### config.mk
export PLATFORM = sky130hd
export DESIGN_NAME = three_level_feedback_queue_scheduler_flat
export DESIGN_NICKNAME = d
export VERILOG_FILES = /design/src/design/fbq_pkg.sv /design/src/design/fbq_if.sv /design/src/design/fbq_div.sv /design/src/design/fbq_store.sv /design/src/design/three_level_feedback_queue_scheduler.sv /design/src/flat_wrapper.sv
export SDC_FILE = /design/constraint.sdc
export NUM_CORES = 2
export LEC_CHECK = 0
export ABC_AREA = 1
export BUFFER_PORTS_ARGS = -buffer_cell sky130_fd_sc_hd__buf_4
export CAP_MARGIN = 20
export CORE_MARGIN = 5
export CORE_UTILIZATION = 40
export DETAILED_ROUTE_END_ITERATION = 6
export SYNTH_ARGS = -nofsm -noshare
export SYNTH_HDL_FRONTEND = slang
export SYNTH_SLANG_ARGS = --single-unit
### constraint.sdc
create_clock -name clk_i -period 6.35 [get_ports clk_i]
set_input_delay 0.3175 -clock clk_i [delete_from_list [all_inputs] [get_ports clk_i]]
set_output_delay 0.3175 -clock clk_i [all_outputs]
set_load 0.01 [all_outputs]
### src/design/fbq_pkg.sv
// Shared types and constants of the three-level feedback queue scheduler.
// Used by the channel interfaces, the divider, the task store and the top level.
`timescale 1ns / 1ps

package fbq_pkg;

  // Field widths fixed by the request and result formats
  localparam int unsigned ID_W    = 16;
  localparam int unsigned QUANT_W = 16;
  localparam int unsigned ITER_W  = 16;
  localparam int unsigned THR_W   = 8;
  localparam int unsigned INTV_W  = 16;
  localparam int unsigned TIME_W  = 32;
  localparam int unsigned LVL_W   = 2;
  localparam int unsigned STAT_W  = 2;
  localparam int unsigned CFG_IDX_W  = 2;
  localparam int unsigned CFG_DATA_W = 16;

  // Request codes
  localparam logic REQ_ADD      = 1'b0;
  localparam logic REQ_DISPATCH = 1'b1;

  // Add status codes
  localparam logic [STAT_W-1:0] ADD_OK      = 2'd0;
  localparam logic [STAT_W-1:0] ADD_FULL    = 2'd1;
  localparam logic [STAT_W-1:0] ADD_INVALID = 2'd2;

  // Priority levels, top first
  localparam logic [LVL_W-1:0] LVL_TOP = 2'd0;
  localparam logic [LVL_W-1:0] LVL_MID = 2'd1;
  localparam logic [LVL_W-1:0] LVL_LOW = 2'd2;
  localparam int unsigned NUM_LEVELS = 3;

  // Configuration register indexes and reset values
  localparam logic [CFG_IDX_W-1:0] CFG_PROMO_INTERVAL = 2'd0;
  localparam logic [CFG_IDX_W-1:0] CFG_THREADS        = 2'd1;
  localparam logic [INTV_W-1:0]    RESET_INTERVAL     = 16'd60;
  localparam logic [THR_W-1:0]     RESET_THREADS      = 8'd1;

  // One stored task
  typedef struct packed {
    logic [ID_W-1:0]    id;
    logic [QUANT_W-1:0] quantum;
    logic [ITER_W-1:0]  iterations;
  } task_t;

  // One result beat
  typedef struct packed {
    logic [STAT_W-1:0]  add_status;
    logic               dispatched;
    logic [ID_W-1:0]    run_id;
    logic [LVL_W-1:0]   run_level;
    logic [QUANT_W-1:0] slice_time;
    logic [ITER_W-1:0]  iterations_left;
    logic               finished;
    logic               promoted;
  } res_t;

  // Divider handshake
  typedef struct packed {
    logic               start;
    logic [QUANT_W-1:0] dividend;
    logic [THR_W-1:0]   divisor;
  } div_req_t;

  typedef struct packed {
    logic               done;
    logic [QUANT_W-1:0] quotient;
  } div_rsp_t;

endpackage

### src/design/fbq_if.sv
// Valid/ready channel interfaces of the scheduler: requests, results, config writes.
// Depends on fbq_pkg for field widths.
`timescale 1ns / 1ps

interface fbq_req_if import fbq_pkg::*; ();
  logic               valid;
  logic               ready;
  logic               req_type;
  logic [ID_W-1:0]    task_id;
  logic [QUANT_W-1:0] task_quantum;
  logic [ITER_W-1:0]  task_iterations;

  modport source (output valid, req_type, task_id, task_quantum, task_iterations,
                  input ready);
  modport sink   (input valid, req_type, task_id, task_quantum, task_iterations,
                  output ready);
endinterface

interface fbq_res_if import fbq_pkg::*; ();
  logic               valid;
  logic               ready;
  logic [STAT_W-1:0]  add_status;
  logic               dispatched;
  logic [ID_W-1:0]    run_id;
  logic [LVL_W-1:0]   run_level;
  logic [QUANT_W-1:0] slice_time;
  logic [ITER_W-1:0]  iterations_left;
  logic               finished;
  logic               promoted;

  modport source (output valid, add_status, dispatched, run_id, run_level, slice_time,
                         iterations_left, finished, promoted,
                  input ready);
  modport sink   (input valid, add_status, dispatched, run_id, run_level, slice_time,
                        iterations_left, finished, promoted,
                  output ready);
endinterface

interface fbq_cfg_if import fbq_pkg::*; ();
  logic                  valid;
  logic                  ready;
  logic [CFG_IDX_W-1:0]  index;
  logic [CFG_DATA_W-1:0] data;

  modport source (output valid, index, data, input ready);
  modport sink   (input valid, index, data, output ready);
endinterface

### src/design/fbq_div.sv
// Restoring divider, one quotient bit per cycle: quantum / threads.
// Depends on fbq_pkg for the request and response structs.
`timescale 1ns / 1ps

module fbq_div import fbq_pkg::*; (
  input  logic     clk_i,
  input  logic     rst_ni,
  input  div_req_t req_i,
  output div_rsp_t rsp_o
);

  localparam int unsigned STEP_W = $clog2(QUANT_W);

  logic               busy_q, busy_d;
  logic               done_q, done_d;
  logic [STEP_W-1:0]  step_q, step_d;
  logic [QUANT_W-1:0] quo_q, quo_d;
  logic [THR_W-1:0]   rem_q, rem_d;
  logic [THR_W-1:0]   dvs_q, dvs_d;
  logic [THR_W:0]     rem_shift;

  // One shift-subtract step per cycle
  always_comb begin
    busy_d    = busy_q;
    done_d    = 1'b0;
    step_d    = step_q;
    quo_d     = quo_q;
    rem_d     = rem_q;
    dvs_d     = dvs_q;
    rem_shift = {rem_q, quo_q[QUANT_W-1]};
    if (req_i.start) begin
      busy_d = 1'b1;
      step_d = '0;
      quo_d  = req_i.dividend;
      rem_d  = '0;
      dvs_d  = req_i.divisor;
    end else if (busy_q) begin
      if (rem_shift >= {1'b0, dvs_q}) begin
        rem_d = THR_W'(rem_shift - {1'b0, dvs_q});
        quo_d = {quo_q[QUANT_W-2:0], 1'b1};
      end else begin
        rem_d = rem_shift[THR_W-1:0];
        quo_d = {quo_q[QUANT_W-2:0], 1'b0};
      end
      step_d = step_q + 1'b1;
      if (step_q == STEP_W'(QUANT_W - 1)) begin
        busy_d = 1'b0;
        done_d = 1'b1;
      end
    end
  end

  always_ff @(posedge clk_i or negedge rst_ni) begin
    if (!rst_ni) begin
      busy_q <= 1'b0;
      done_q <= 1'b0;
      step_q <= '0;
    end else begin
      busy_q <= busy_d;
      done_q <= done_d;
      step_q <= step_d;
    end
  end

  always_ff @(posedge clk_i) begin
    quo_q <= quo_d;
    rem_q <= rem_d;
    dvs_q <= dvs_d;
  end

  assign rsp_o.done     = done_q;
  assign rsp_o.quotient = quo_q;

endmodule

### src/design/fbq_store.sv
// Task store: one synchronous RAM holding the three level rings back to back.
// Depends on fbq_pkg for task_t and level codes; read data is registered.
`timescale 1ns / 1ps

module fbq_store import fbq_pkg::*; #(
  parameter int unsigned CAPACITY = 16
) (
  input  logic                        clk_i,
  input  logic                        wr_en_i,
  input  logic [LVL_W-1:0]            wr_lvl_i,
  input  logic [$clog2(CAPACITY)-1:0] wr_slot_i,
  input  task_t                       wr_data_i,
  input  logic                        rd_en_i,
  input  logic [LVL_W-1:0]            rd_lvl_i,
  input  logic [$clog2(CAPACITY)-1:0] rd_slot_i,
  output task_t                       rd_data_o
);

  localparam int unsigned SLOT_W = $clog2(CAPACITY);
  localparam int unsigned DEPTH  = NUM_LEVELS * CAPACITY;
  localparam int unsigned ADDR_W = $clog2(DEPTH);

  task_t mem [DEPTH];
  task_t rd_data_q;
  logic [ADDR_W-1:0] wr_addr, rd_addr;

  // Level ring base plus slot
  function automatic logic [ADDR_W-1:0] lvl_addr(input logic [LVL_W-1:0] lvl,
                                                 input logic [SLOT_W-1:0] slot);
    logic [ADDR_W-1:0] base;
    case (lvl)
      LVL_TOP: base = '0;
      LVL_MID: base = ADDR_W'(CAPACITY);
      default: base = ADDR_W'(2 * CAPACITY);
    endcase
    return base + ADDR_W'(slot);
  endfunction

  assign wr_addr = lvl_addr(wr_lvl_i, wr_slot_i);
  assign rd_addr = lvl_addr(rd_lvl_i, rd_slot_i);

  always_ff @(posedge clk_i) begin
    if (wr_en_i) begin
      mem[wr_addr] <= wr_data_i;
    end
  end

  always_ff @(posedge clk_i) begin
    if (rd_en_i) begin
      rd_data_q <= mem[rd_addr];
    end
  end

  assign rd_data_o = rd_data_q;

endmodule

### src/design/three_level_feedback_queue_scheduler.sv
// Three-level feedback queue scheduler, top level: sequencer, level bookkeeping, registers.
// Depends on fbq_pkg, the fbq_*_if interfaces, fbq_store and fbq_div.
//
// Usage: requests arrive on req_i (valid/ready). An add beat stores a task at the tail
// of the top level; a dispatch beat ages the lower levels if due, runs the head of the
// highest non-empty level and re-queues it one level lower unless it finished. Every
// request yields exactly one result beat on res_o. Registers promotion interval (index
// 0) and threads per processor (index 1) are written on cfg_i, which is always ready.
// Flow: req_i takes one beat at a time. An add, and a dispatch on an empty store, go
// straight to the result step. A dispatch with entries reads the head, writes it back
// one level lower unless it finished, then divides; when aging is due it first moves M
// entries to the top level (M at most TASK_CAPACITY): each move is a read then a write
// on the task RAM, one more step finds each lower level empty, and the slice time comes
// from a 16-step bit-serial divider. The result register lets the next request be taken
// while a result waits; a stalled res_o only holds the block at its final step.
// Reset empties all levels, clears time counters and loads the register defaults; the
// task RAM needs no clearing since only written entries are ever read.
`timescale 1ns / 1ps

module three_level_feedback_queue_scheduler import fbq_pkg::*; #(
  parameter int unsigned TASK_CAPACITY = 16
) (
  input  logic       clk_i,
  input  logic       rst_ni,
  fbq_req_if.sink    req_i,
  fbq_res_if.source  res_o,
  fbq_cfg_if.sink    cfg_i
);

  localparam int unsigned SLOT_W = $clog2(TASK_CAPACITY);
  localparam int unsigned CNT_W  = $clog2(TASK_CAPACITY + 1);

  // Sequencer states
  localparam logic [2:0] ST_IDLE    = 3'd0;
  localparam logic [2:0] ST_PROM_RD = 3'd1;
  localparam logic [2:0] ST_PROM_WR = 3'd2;
  localparam logic [2:0] ST_POP_RD  = 3'd3;
  localparam logic [2:0] ST_POP_WB  = 3'd4;
  localparam logic [2:0] ST_DIV     = 3'd5;
  localparam logic [2:0] ST_FIN     = 3'd6;

  logic [2:0]        state_q, state_d;
  logic [SLOT_W-1:0] head_q  [NUM_LEVELS];
  logic [SLOT_W-1:0] head_d  [NUM_LEVELS];
  logic [CNT_W-1:0]  count_q [NUM_LEVELS];
  logic [CNT_W-1:0]  count_d [NUM_LEVELS];
  logic [CNT_W-1:0]  total_q, total_d;
  logic [TIME_W-1:0] time_q, time_d;
  logic [TIME_W-1:0] last_promo_q, last_promo_d;
  logic [INTV_W-1:0] interval_q;
  logic [THR_W-1:0]  threads_q;
  logic [LVL_W-1:0]  src_q, src_d;
  res_t              pend_q, pend_d;
  res_t              out_q, out_d;
  logic              out_valid_q, out_valid_d;

  // Task RAM ports
  logic              wr_en, rd_en;
  logic [LVL_W-1:0]  wr_lvl, rd_lvl;
  logic [SLOT_W-1:0] wr_slot, rd_slot;
  task_t             wr_data, rd_data;

  div_req_t div_req;
  div_rsp_t div_rsp;

  logic              in_beat;
  logic              add_bad;
  logic [LVL_W-1:0]  pop_lvl;
  logic [LVL_W-1:0]  nxt_lvl;
  logic [ITER_W-1:0] iter_new;

  // Ring arithmetic, capacity need not be a power of two
  function automatic logic [SLOT_W-1:0] tail_slot(input logic [SLOT_W-1:0] h,
                                                  input logic [CNT_W-1:0]  c);
    logic [CNT_W:0] s;
    s = (CNT_W+1)'(h) + (CNT_W+1)'(c);
    if (s >= (CNT_W+1)'(TASK_CAPACITY)) begin
      s = s - (CNT_W+1)'(TASK_CAPACITY);
    end
    return s[SLOT_W-1:0];
  endfunction

  function automatic logic [SLOT_W-1:0] next_slot(input logic [SLOT_W-1:0] h);
    logic [SLOT_W-1:0] n;
    if (h == SLOT_W'(TASK_CAPACITY - 1)) begin
      n = '0;
    end else begin
      n = h + 1'b1;
    end
    return n;
  endfunction

  assign req_i.ready = (state_q == ST_IDLE);
  assign in_beat     = req_i.valid && req_i.ready;
  assign cfg_i.ready = 1'b1;
  assign add_bad     = (req_i.task_id == '0) || (req_i.task_quantum == '0) ||
                       (req_i.task_iterations == '0);

  // Highest non-empty level for the pop
  always_comb begin
    if (count_q[LVL_TOP] != '0) begin
      pop_lvl = LVL_TOP;
    end else if (count_q[LVL_MID] != '0) begin
      pop_lvl = LVL_MID;
    end else begin
      pop_lvl = LVL_LOW;
    end
  end

  // Feedback: one level lower, bottom level stays put
  assign nxt_lvl  = (pend_q.run_level == LVL_TOP) ? LVL_MID : LVL_LOW;
  assign iter_new = (rd_data.iterations != '0) ? rd_data.iterations - 1'b1 : '0;

  // Sequencer: read, modify, write back on the task RAM
  always_comb begin
    state_d      = state_q;
    head_d       = head_q;
    count_d      = count_q;
    total_d      = total_q;
    time_d       = time_q;
    last_promo_d = last_promo_q;
    src_d        = src_q;
    pend_d       = pend_q;
    wr_en        = 1'b0;
    wr_lvl       = LVL_TOP;
    wr_slot      = tail_slot(head_q[LVL_TOP], count_q[LVL_TOP]);
    wr_data      = rd_data;
    rd_en        = 1'b0;
    rd_lvl       = src_q;
    rd_slot      = head_q[src_q];
    div_req.start    = 1'b0;
    div_req.dividend = rd_data.quantum;
    div_req.divisor  = (threads_q == '0) ? THR_W'(1) : threads_q;

    case (state_q)
      ST_IDLE: begin
        if (in_beat) begin
          pend_d  = '0;
          state_d = ST_FIN;
          if (req_i.req_type == REQ_ADD) begin
            if (add_bad) begin
              pend_d.add_status = ADD_INVALID;
            end else if (total_q >= CNT_W'(TASK_CAPACITY)) begin
              pend_d.add_status = ADD_FULL;
            end else begin
              pend_d.add_status  = ADD_OK;
              wr_en              = 1'b1;
              wr_data.id         = req_i.task_id;
              wr_data.quantum    = req_i.task_quantum;
              wr_data.iterations = req_i.task_iterations;
              count_d[LVL_TOP]   = count_q[LVL_TOP] + 1'b1;
              total_d            = total_q + 1'b1;
            end
          end else if (total_q != '0) begin
            // Aging check on wrapping time difference
            if ((time_q - last_promo_q) >= TIME_W'(interval_q)) begin
              pend_d.promoted = 1'b1;
              last_promo_d    = time_q;
              src_d           = LVL_MID;
              state_d         = ST_PROM_RD;
            end else begin
              state_d = ST_POP_RD;
            end
          end
        end
      end
      ST_PROM_RD: begin
        if (count_q[src_q] == '0) begin
          if (src_q == LVL_MID) begin
            src_d = LVL_LOW;
          end else begin
            state_d = ST_POP_RD;
          end
        end else begin
          rd_en          = 1'b1;
          head_d[src_q]  = next_slot(head_q[src_q]);
          count_d[src_q] = count_q[src_q] - 1'b1;
          state_d        = ST_PROM_WR;
        end
      end
      ST_PROM_WR: begin
        wr_en            = 1'b1;
        count_d[LVL_TOP] = count_q[LVL_TOP] + 1'b1;
        state_d          = ST_PROM_RD;
      end
      ST_POP_RD: begin
        rd_en            = 1'b1;
        rd_lvl           = pop_lvl;
        rd_slot          = head_q[pop_lvl];
        head_d[pop_lvl]  = next_slot(head_q[pop_lvl]);
        count_d[pop_lvl] = count_q[pop_lvl] - 1'b1;
        pend_d.run_level = pop_lvl;
        state_d          = ST_POP_WB;
      end
      ST_POP_WB: begin
        pend_d.dispatched      = 1'b1;
        pend_d.run_id          = rd_data.id;
        pend_d.iterations_left = iter_new;
        time_d                 = time_q + TIME_W'(rd_data.quantum);
        div_req.start          = 1'b1;
        if (iter_new == '0) begin
          pend_d.finished = 1'b1;
          total_d         = total_q - 1'b1;
        end else begin
          wr_en              = 1'b1;
          wr_lvl             = nxt_lvl;
          wr_slot            = tail_slot(head_q[nxt_lvl], count_q[nxt_lvl]);
          wr_data.iterations = iter_new;
          count_d[nxt_lvl]   = count_q[nxt_lvl] + 1'b1;
        end
        state_d = ST_DIV;
      end
      ST_DIV: begin
        if (div_rsp.done) begin
          pend_d.slice_time = div_rsp.quotient;
          state_d           = ST_FIN;
        end
      end
      ST_FIN: begin
        if (!out_valid_q || res_o.ready) begin
          state_d = ST_IDLE;
        end
      end
      default: begin
        state_d = ST_IDLE;
      end
    endcase
  end

  // Result register, loaded when the sequencer finishes
  always_comb begin
    out_d       = out_q;
    out_valid_d = out_valid_q && !res_o.ready;
    if (state_q == ST_FIN && (!out_valid_q || res_o.ready)) begin
      out_d       = pend_q;
      out_valid_d = 1'b1;
    end
  end

  always_ff @(posedge clk_i or negedge rst_ni) begin
    if (!rst_ni) begin
      state_q      <= ST_IDLE;
      total_q      <= '0;
      time_q       <= '0;
      last_promo_q <= '0;
      src_q        <= LVL_MID;
      out_valid_q  <= 1'b0;
      for (int i = 0; i < NUM_LEVELS; i++) begin
        head_q[i]  <= '0;
        count_q[i] <= '0;
      end
    end else begin
      state_q      <= state_d;
      total_q      <= total_d;
      time_q       <= time_d;
      last_promo_q <= last_promo_d;
      src_q        <= src_d;
      out_valid_q  <= out_valid_d;
      head_q       <= head_d;
      count_q      <= count_d;
    end
  end

  always_ff @(posedge clk_i) begin
    pend_q <= pend_d;
    out_q  <= out_d;
  end

  // Configuration registers
  always_ff @(posedge clk_i or negedge rst_ni) begin
    if (!rst_ni) begin
      interval_q <= RESET_INTERVAL;
      threads_q  <= RESET_THREADS;
    end else if (cfg_i.valid && cfg_i.ready) begin
      case (cfg_i.index)
        CFG_PROMO_INTERVAL: interval_q <= cfg_i.data[INTV_W-1:0];
        CFG_THREADS:        threads_q  <= cfg_i.data[THR_W-1:0];
        default:            ;
      endcase
    end
  end

  fbq_store #(
    .CAPACITY (TASK_CAPACITY)
  ) u_store (
    .clk_i     (clk_i),
    .wr_en_i   (wr_en),
    .wr_lvl_i  (wr_lvl),
    .wr_slot_i (wr_slot),
    .wr_data_i (wr_data),
    .rd_en_i   (rd_en),
    .rd_lvl_i  (rd_lvl),
    .rd_slot_i (rd_slot),
    .rd_data_o (rd_data)
  );

  fbq_div u_div (
    .clk_i  (clk_i),
    .rst_ni (rst_ni),
    .req_i  (div_req),
    .rsp_o  (div_rsp)
  );

  assign res_o.valid           = out_valid_q;
  assign res_o.add_status      = out_q.add_status;
  assign res_o.dispatched      = out_q.dispatched;
  assign res_o.run_id          = out_q.run_id;
  assign res_o.run_level       = out_q.run_level;
  assign res_o.slice_time      = out_q.slice_time;
  assign res_o.iterations_left = out_q.iterations_left;
  assign res_o.finished        = out_q.finished;
  assign res_o.promoted        = out_q.promoted;

  // Checks
  logic [CNT_W+1:0] count_sum;
  assign count_sum = (CNT_W+2)'(count_q[LVL_TOP]) + (CNT_W+2)'(count_q[LVL_MID]) +
                     (CNT_W+2)'(count_q[LVL_LOW]);

  a_total_cap: assert property (@(posedge clk_i) disable iff (!rst_ni)
    total_q <= CNT_W'(TASK_CAPACITY))
    else $error("task total above capacity");

  a_levels_sum: assert property (@(posedge clk_i) disable iff (!rst_ni)
    (state_q == ST_IDLE) |-> (count_sum == (CNT_W+2)'(total_q)))
    else $error("level counts disagree with task total");

  a_promo_drained: assert property (@(posedge clk_i) disable iff (!rst_ni)
    (state_q == ST_POP_RD && pend_q.promoted) |->
      (count_q[LVL_MID] == '0 && count_q[LVL_LOW] == '0))
    else $error("aging left entries in lower levels");

  a_div_done_state: assert property (@(posedge clk_i) disable iff (!rst_ni)
    div_rsp.done |-> (state_q == ST_DIV))
    else $error("divider finished outside divide step");

endmodule
### src/flat_wrapper.sv
// flat-port wrapper written by rule: the top's interface ports become plain ports
module three_level_feedback_queue_scheduler_flat import fbq_pkg::*;
#(
  parameter int unsigned TASK_CAPACITY = 16
)
  (clk_i, rst_ni, req_i_valid, req_i_req_type, req_i_task_id, req_i_task_quantum, req_i_task_iterations, req_i_ready, res_o_valid, res_o_add_status, res_o_dispatched, res_o_run_id, res_o_run_level, res_o_slice_time, res_o_iterations_left, res_o_finished, res_o_promoted, res_o_ready, cfg_i_valid, cfg_i_index, cfg_i_data, cfg_i_ready);
  fbq_req_if req_i_i ();
  fbq_res_if res_o_i ();
  fbq_cfg_if cfg_i_i ();
  input  logic clk_i;
  input  logic rst_ni;
  input wire logic [$bits(req_i_i.valid)-1:0] req_i_valid;
  input wire logic [$bits(req_i_i.req_type)-1:0] req_i_req_type;
  input wire logic [$bits(req_i_i.task_id)-1:0] req_i_task_id;
  input wire logic [$bits(req_i_i.task_quantum)-1:0] req_i_task_quantum;
  input wire logic [$bits(req_i_i.task_iterations)-1:0] req_i_task_iterations;
  output wire logic [$bits(req_i_i.ready)-1:0] req_i_ready;
  output wire logic [$bits(res_o_i.valid)-1:0] res_o_valid;
  output wire logic [$bits(res_o_i.add_status)-1:0] res_o_add_status;
  output wire logic [$bits(res_o_i.dispatched)-1:0] res_o_dispatched;
  output wire logic [$bits(res_o_i.run_id)-1:0] res_o_run_id;
  output wire logic [$bits(res_o_i.run_level)-1:0] res_o_run_level;
  output wire logic [$bits(res_o_i.slice_time)-1:0] res_o_slice_time;
  output wire logic [$bits(res_o_i.iterations_left)-1:0] res_o_iterations_left;
  output wire logic [$bits(res_o_i.finished)-1:0] res_o_finished;
  output wire logic [$bits(res_o_i.promoted)-1:0] res_o_promoted;
  input wire logic [$bits(res_o_i.ready)-1:0] res_o_ready;
  input wire logic [$bits(cfg_i_i.valid)-1:0] cfg_i_valid;
  input wire logic [$bits(cfg_i_i.index)-1:0] cfg_i_index;
  input wire logic [$bits(cfg_i_i.data)-1:0] cfg_i_data;
  output wire logic [$bits(cfg_i_i.ready)-1:0] cfg_i_ready;
  assign req_i_i.valid = req_i_valid;
  assign req_i_i.req_type = req_i_req_type;
  assign req_i_i.task_id = req_i_task_id;
  assign req_i_i.task_quantum = req_i_task_quantum;
  assign req_i_i.task_iterations = req_i_task_iterations;
  assign req_i_ready = req_i_i.ready;
  assign res_o_valid = res_o_i.valid;
  assign res_o_add_status = res_o_i.add_status;
  assign res_o_dispatched = res_o_i.dispatched;
  assign res_o_run_id = res_o_i.run_id;
  assign res_o_run_level = res_o_i.run_level;
  assign res_o_slice_time = res_o_i.slice_time;
  assign res_o_iterations_left = res_o_i.iterations_left;
  assign res_o_finished = res_o_i.finished;
  assign res_o_promoted = res_o_i.promoted;
  assign res_o_i.ready = res_o_ready;
  assign cfg_i_i.valid = cfg_i_valid;
  assign cfg_i_i.index = cfg_i_index;
  assign cfg_i_i.data = cfg_i_data;
  assign cfg_i_ready = cfg_i_i.ready;
  three_level_feedback_queue_scheduler #(.TASK_CAPACITY(TASK_CAPACITY)) u_core (.clk_i(clk_i), .rst_ni(rst_ni), .req_i(req_i_i), .res_o(res_o_i), .cfg_i(cfg_i_i));
endmodule
==> impl_metrics.csv <==
group,metric,value,unit
routing,vias_per_cell,5.52,
cts,cts_buffers,280,
sta,max_freq,196,MHz
placement,dp_hpwl,201,mm
die,ioPinCount,130,
worst_setup_path,crit_type,"flop to flop",
outcome,status,"complete, no violations",
placement,routabilityCongestion,0.867,
sta,worstMarginPinSlew,1200,ps
die,die_width,541,µm
worst_setup_path,cp-end-kind,"flop",
routing,routed_wl,345,mm
global_route,track_usage,22.9,%
synth,yosysSeqAreaShare,69.2,%
global_route,first_global_vias,73600,
cts,cts_resized,0,
sta,slew_viol_final,0,
routing,antenna_left,0,
cts,cts.clk_slew.worst_paths,60,ps
routing,wl_per_cell,24.9,µm
cts,holdBufCountCts,20,
layout,fin_nets,10100,
sta,post-route-period-util,80.4,%
die,die_y,541,µm
cts,cts_sinks,2626,
sta,setup_tns,0,ps
synth,synthesis.area,113000,µm²
synth,synth_area_leaders,"edfxtp_1 66%, nand2_1 8.7%, o211ai_1 5.4%, nand3_1 3.8%, dfrtp_1 2.8%",
synth,yosys_warnings,0,
global_route,grt_start_max_net_pins,180,
routing,vias,76500,
layout,syn_to_final_growth,13.5,%
worst_setup_path,cp.arrival,5620,ps
hold_path,hp-class,"input port to flop",
synth,synth_seq_cells,2626,
cts,clock_path_buffers,4,
global_route,antenna_found_initial,19,
cts,tritoncts,"built",
synth,async_flop_share,5.03,%
synth,synth_cell_types,64,
worst_setup_path,path_max_fanout,21,
die,dieArea,293000,µm²
routing,met2_length,157,mm
synth,syn-num-nets,9967,
routing,wl_met1,144,mm
synth,synth_cells,9800,
sta,rsz0062_at_grt,"false",
synth,yosysMostFrequentCell,"nand2_1",
cts,clk_latency,870,ps
routing,drc,0,
sta,finalSetupViolCount,0,
global_route,grt_pass1_wl,503,mm
cts,cts_setup_buffers,0,
synth,synth_top_cells_by_count,"2617 x nand2_1, 2486 x edfxtp_1, 864 x nand3_1",
synth,yosys.area.top_type,"edfxtp_1",
synth,synth_edf_count,2486,
routing,drt_iter0_markers,8582,
die,start_util,40.1,%
worst_setup_path,start_kind,"flop",
sta,fin_crit,5100,ps
die,core_area,282000,µm²
routing,dr.pass1.iters,6,
worst_setup_path,worstPathRequired,6870,ps
synth,syn_area_per_cell,11.5,µm²
cts,cts_root_buf,"clkbuf_16",
cts,htree_levels,5,
sta,finalHoldViolCount,0,
die,num_rows,195,
job,cap_violations,0,
global_route,overflow,0,
routing,top_layer_used,"met5",
routing,wl_met3,31.5,mm
sta,slew_headroom,20.1,%
layout,drive_above_1_share,9.34,%
synth,synth_flop_cell,"edfxtp_1",
synth,synth_top_area_share,66.1,%
placement,port_buffers,128,
sta,finClkSkew,79.4,ps
-- worst max-delay path, stage by stage, from the launching register on --
cell and delay, ps:
edfxtp_1 440, inv_2 150, ha_1 230, nand3_1 200, nor2_1 370, inv_1 110
nand2_1 70, nand3_1 180, nand4_1 170, nor2_1 60, nand3_1 220, nand2_2 290
nor2_1 430, nand2_1 560, nor2_4 890, buf_4 390
-- final cells by class --
cell class | count | area, µm²
clock inverter | 146 | 1300
inverter | 827 | 3150
fill | 25300 | 154000
sequential | 2626 | 78100
antenna | 4 | 10.0
tap | 3743 | 4680
timing repair buffer | 367 | 3660
clock buffer | 343 | 7470
multi-input combinational | 5802 | 29900
-- routing by layer --
layer / up-vias / global-route usage [%]
li1: 34600 / -
met1: 37800 / 31.8
met2: 3557 / 36.1
met3: 637 / 4.40
met4: 10 / 7.96
met5: - / 0
-- kinds of logic after synthesis --
| group | count (synthesis) | share of synthesized area (%) |
|---|---|---|
| flip-flops | 2626 | 69.2 |
| buffers and inverters | 1372 | 5.03 |
| adder cells (fa/ha/maj) | 95 | 1.09 |
| XOR/XNOR | 73 | 0.566 |
| other | 1 | 0.00332 |
| AND/OR/NAND/NOR | 4285 | 16.1 |
| AO/OA/AOI/OAI | 1333 | 7.89 |
| multiplexers | 15 | 0.150 |
-- placed cells by master (no fill, tap or decap), drive strengths merged, types with 20 or more instances in the layout --
cell / count
o21ai: 337
clkbuf: 343
ha: 89
xor2: 48
o211ai: 806
dlygate4sd3: 20
a21oi: 130
dfrtp: 126
nor3: 24
inv: 832
nand3: 874
nand3b: 21
clkinv: 119
bufinv: 20
xnor2: 25
nor2: 452
nand4: 30
edfxtp: 2486
nand2: 2620
or2: 243
buf: 347
-- through the flow --
stage                     utilization (%)  setup slack, ps  area [µm²]  cells  hold WS, ps
after global routing                 45.5             1090      128000  13900         4.73
after CTS                            45.5             1320      128000  13800         16.7
final                                45.5             1250      128000  13900         13.7
after detailed placement             42.3             1320      119000  13300          335
after floorplan                         -             1380      113000   9800         21.9
after global placement               42.3             1340      119000  13300          331
-- final timing paths --
| kind | end | from | cells past startpoint | slack [ps] |
|---|---|---|---|---|
| worst max-delay path | u_core.u_store.mem[37][16]$_DFFE_PP_ | u_core.u_store.rd_data_o[0]$_DFFE_PP_ | 15 | 1250 |
| worst min-delay path | u_core.u_store.mem[44][18]$_DFFE_PP_ | req_i_task_quantum[2] | 2 | 10 |
| worst max register to register | u_core.u_store.mem[37][16]$_DFFE_PP_ | u_core.u_store.rd_data_o[0]$_DFFE_PP_ | 15 | 1250 |
| worst min register to register | u_core.res_o.run_id[14]$_DFFE_PP_ | u_core.pend_q[50]$_DFFE_PP_ | 0 | 390 |
| max in group asynchronous | u_core.src_q[0]$_DFFE_PN1P_ | rst_ni | 4 | 5240 |
| min in group asynchronous | u_core.threads_q[4]$_DFFE_PN0P_ | rst_ni | 2 | 70 |
-- registers in the layout, indices dropped and copies added, names as in the netlist, 12 cells and up --
name                          cells
u_core.count_q                   15
u_core.head_q                    12
u_core.interval_q                16
u_core.last_promo_q              32
u_core.pend_q                    55
u_core.res_o.iterations_left     16
u_core.res_o.run_id              16
u_core.res_o.slice_time          16
u_core.time_q                    32
u_core.u_div.quo_q               16
u_core.u_store.mem             2304
u_core.u_store.rd_data_o         48
Power is not shown: default switching activity piles up to over one toggle a cycle in this logic, so the estimate is an artifact.
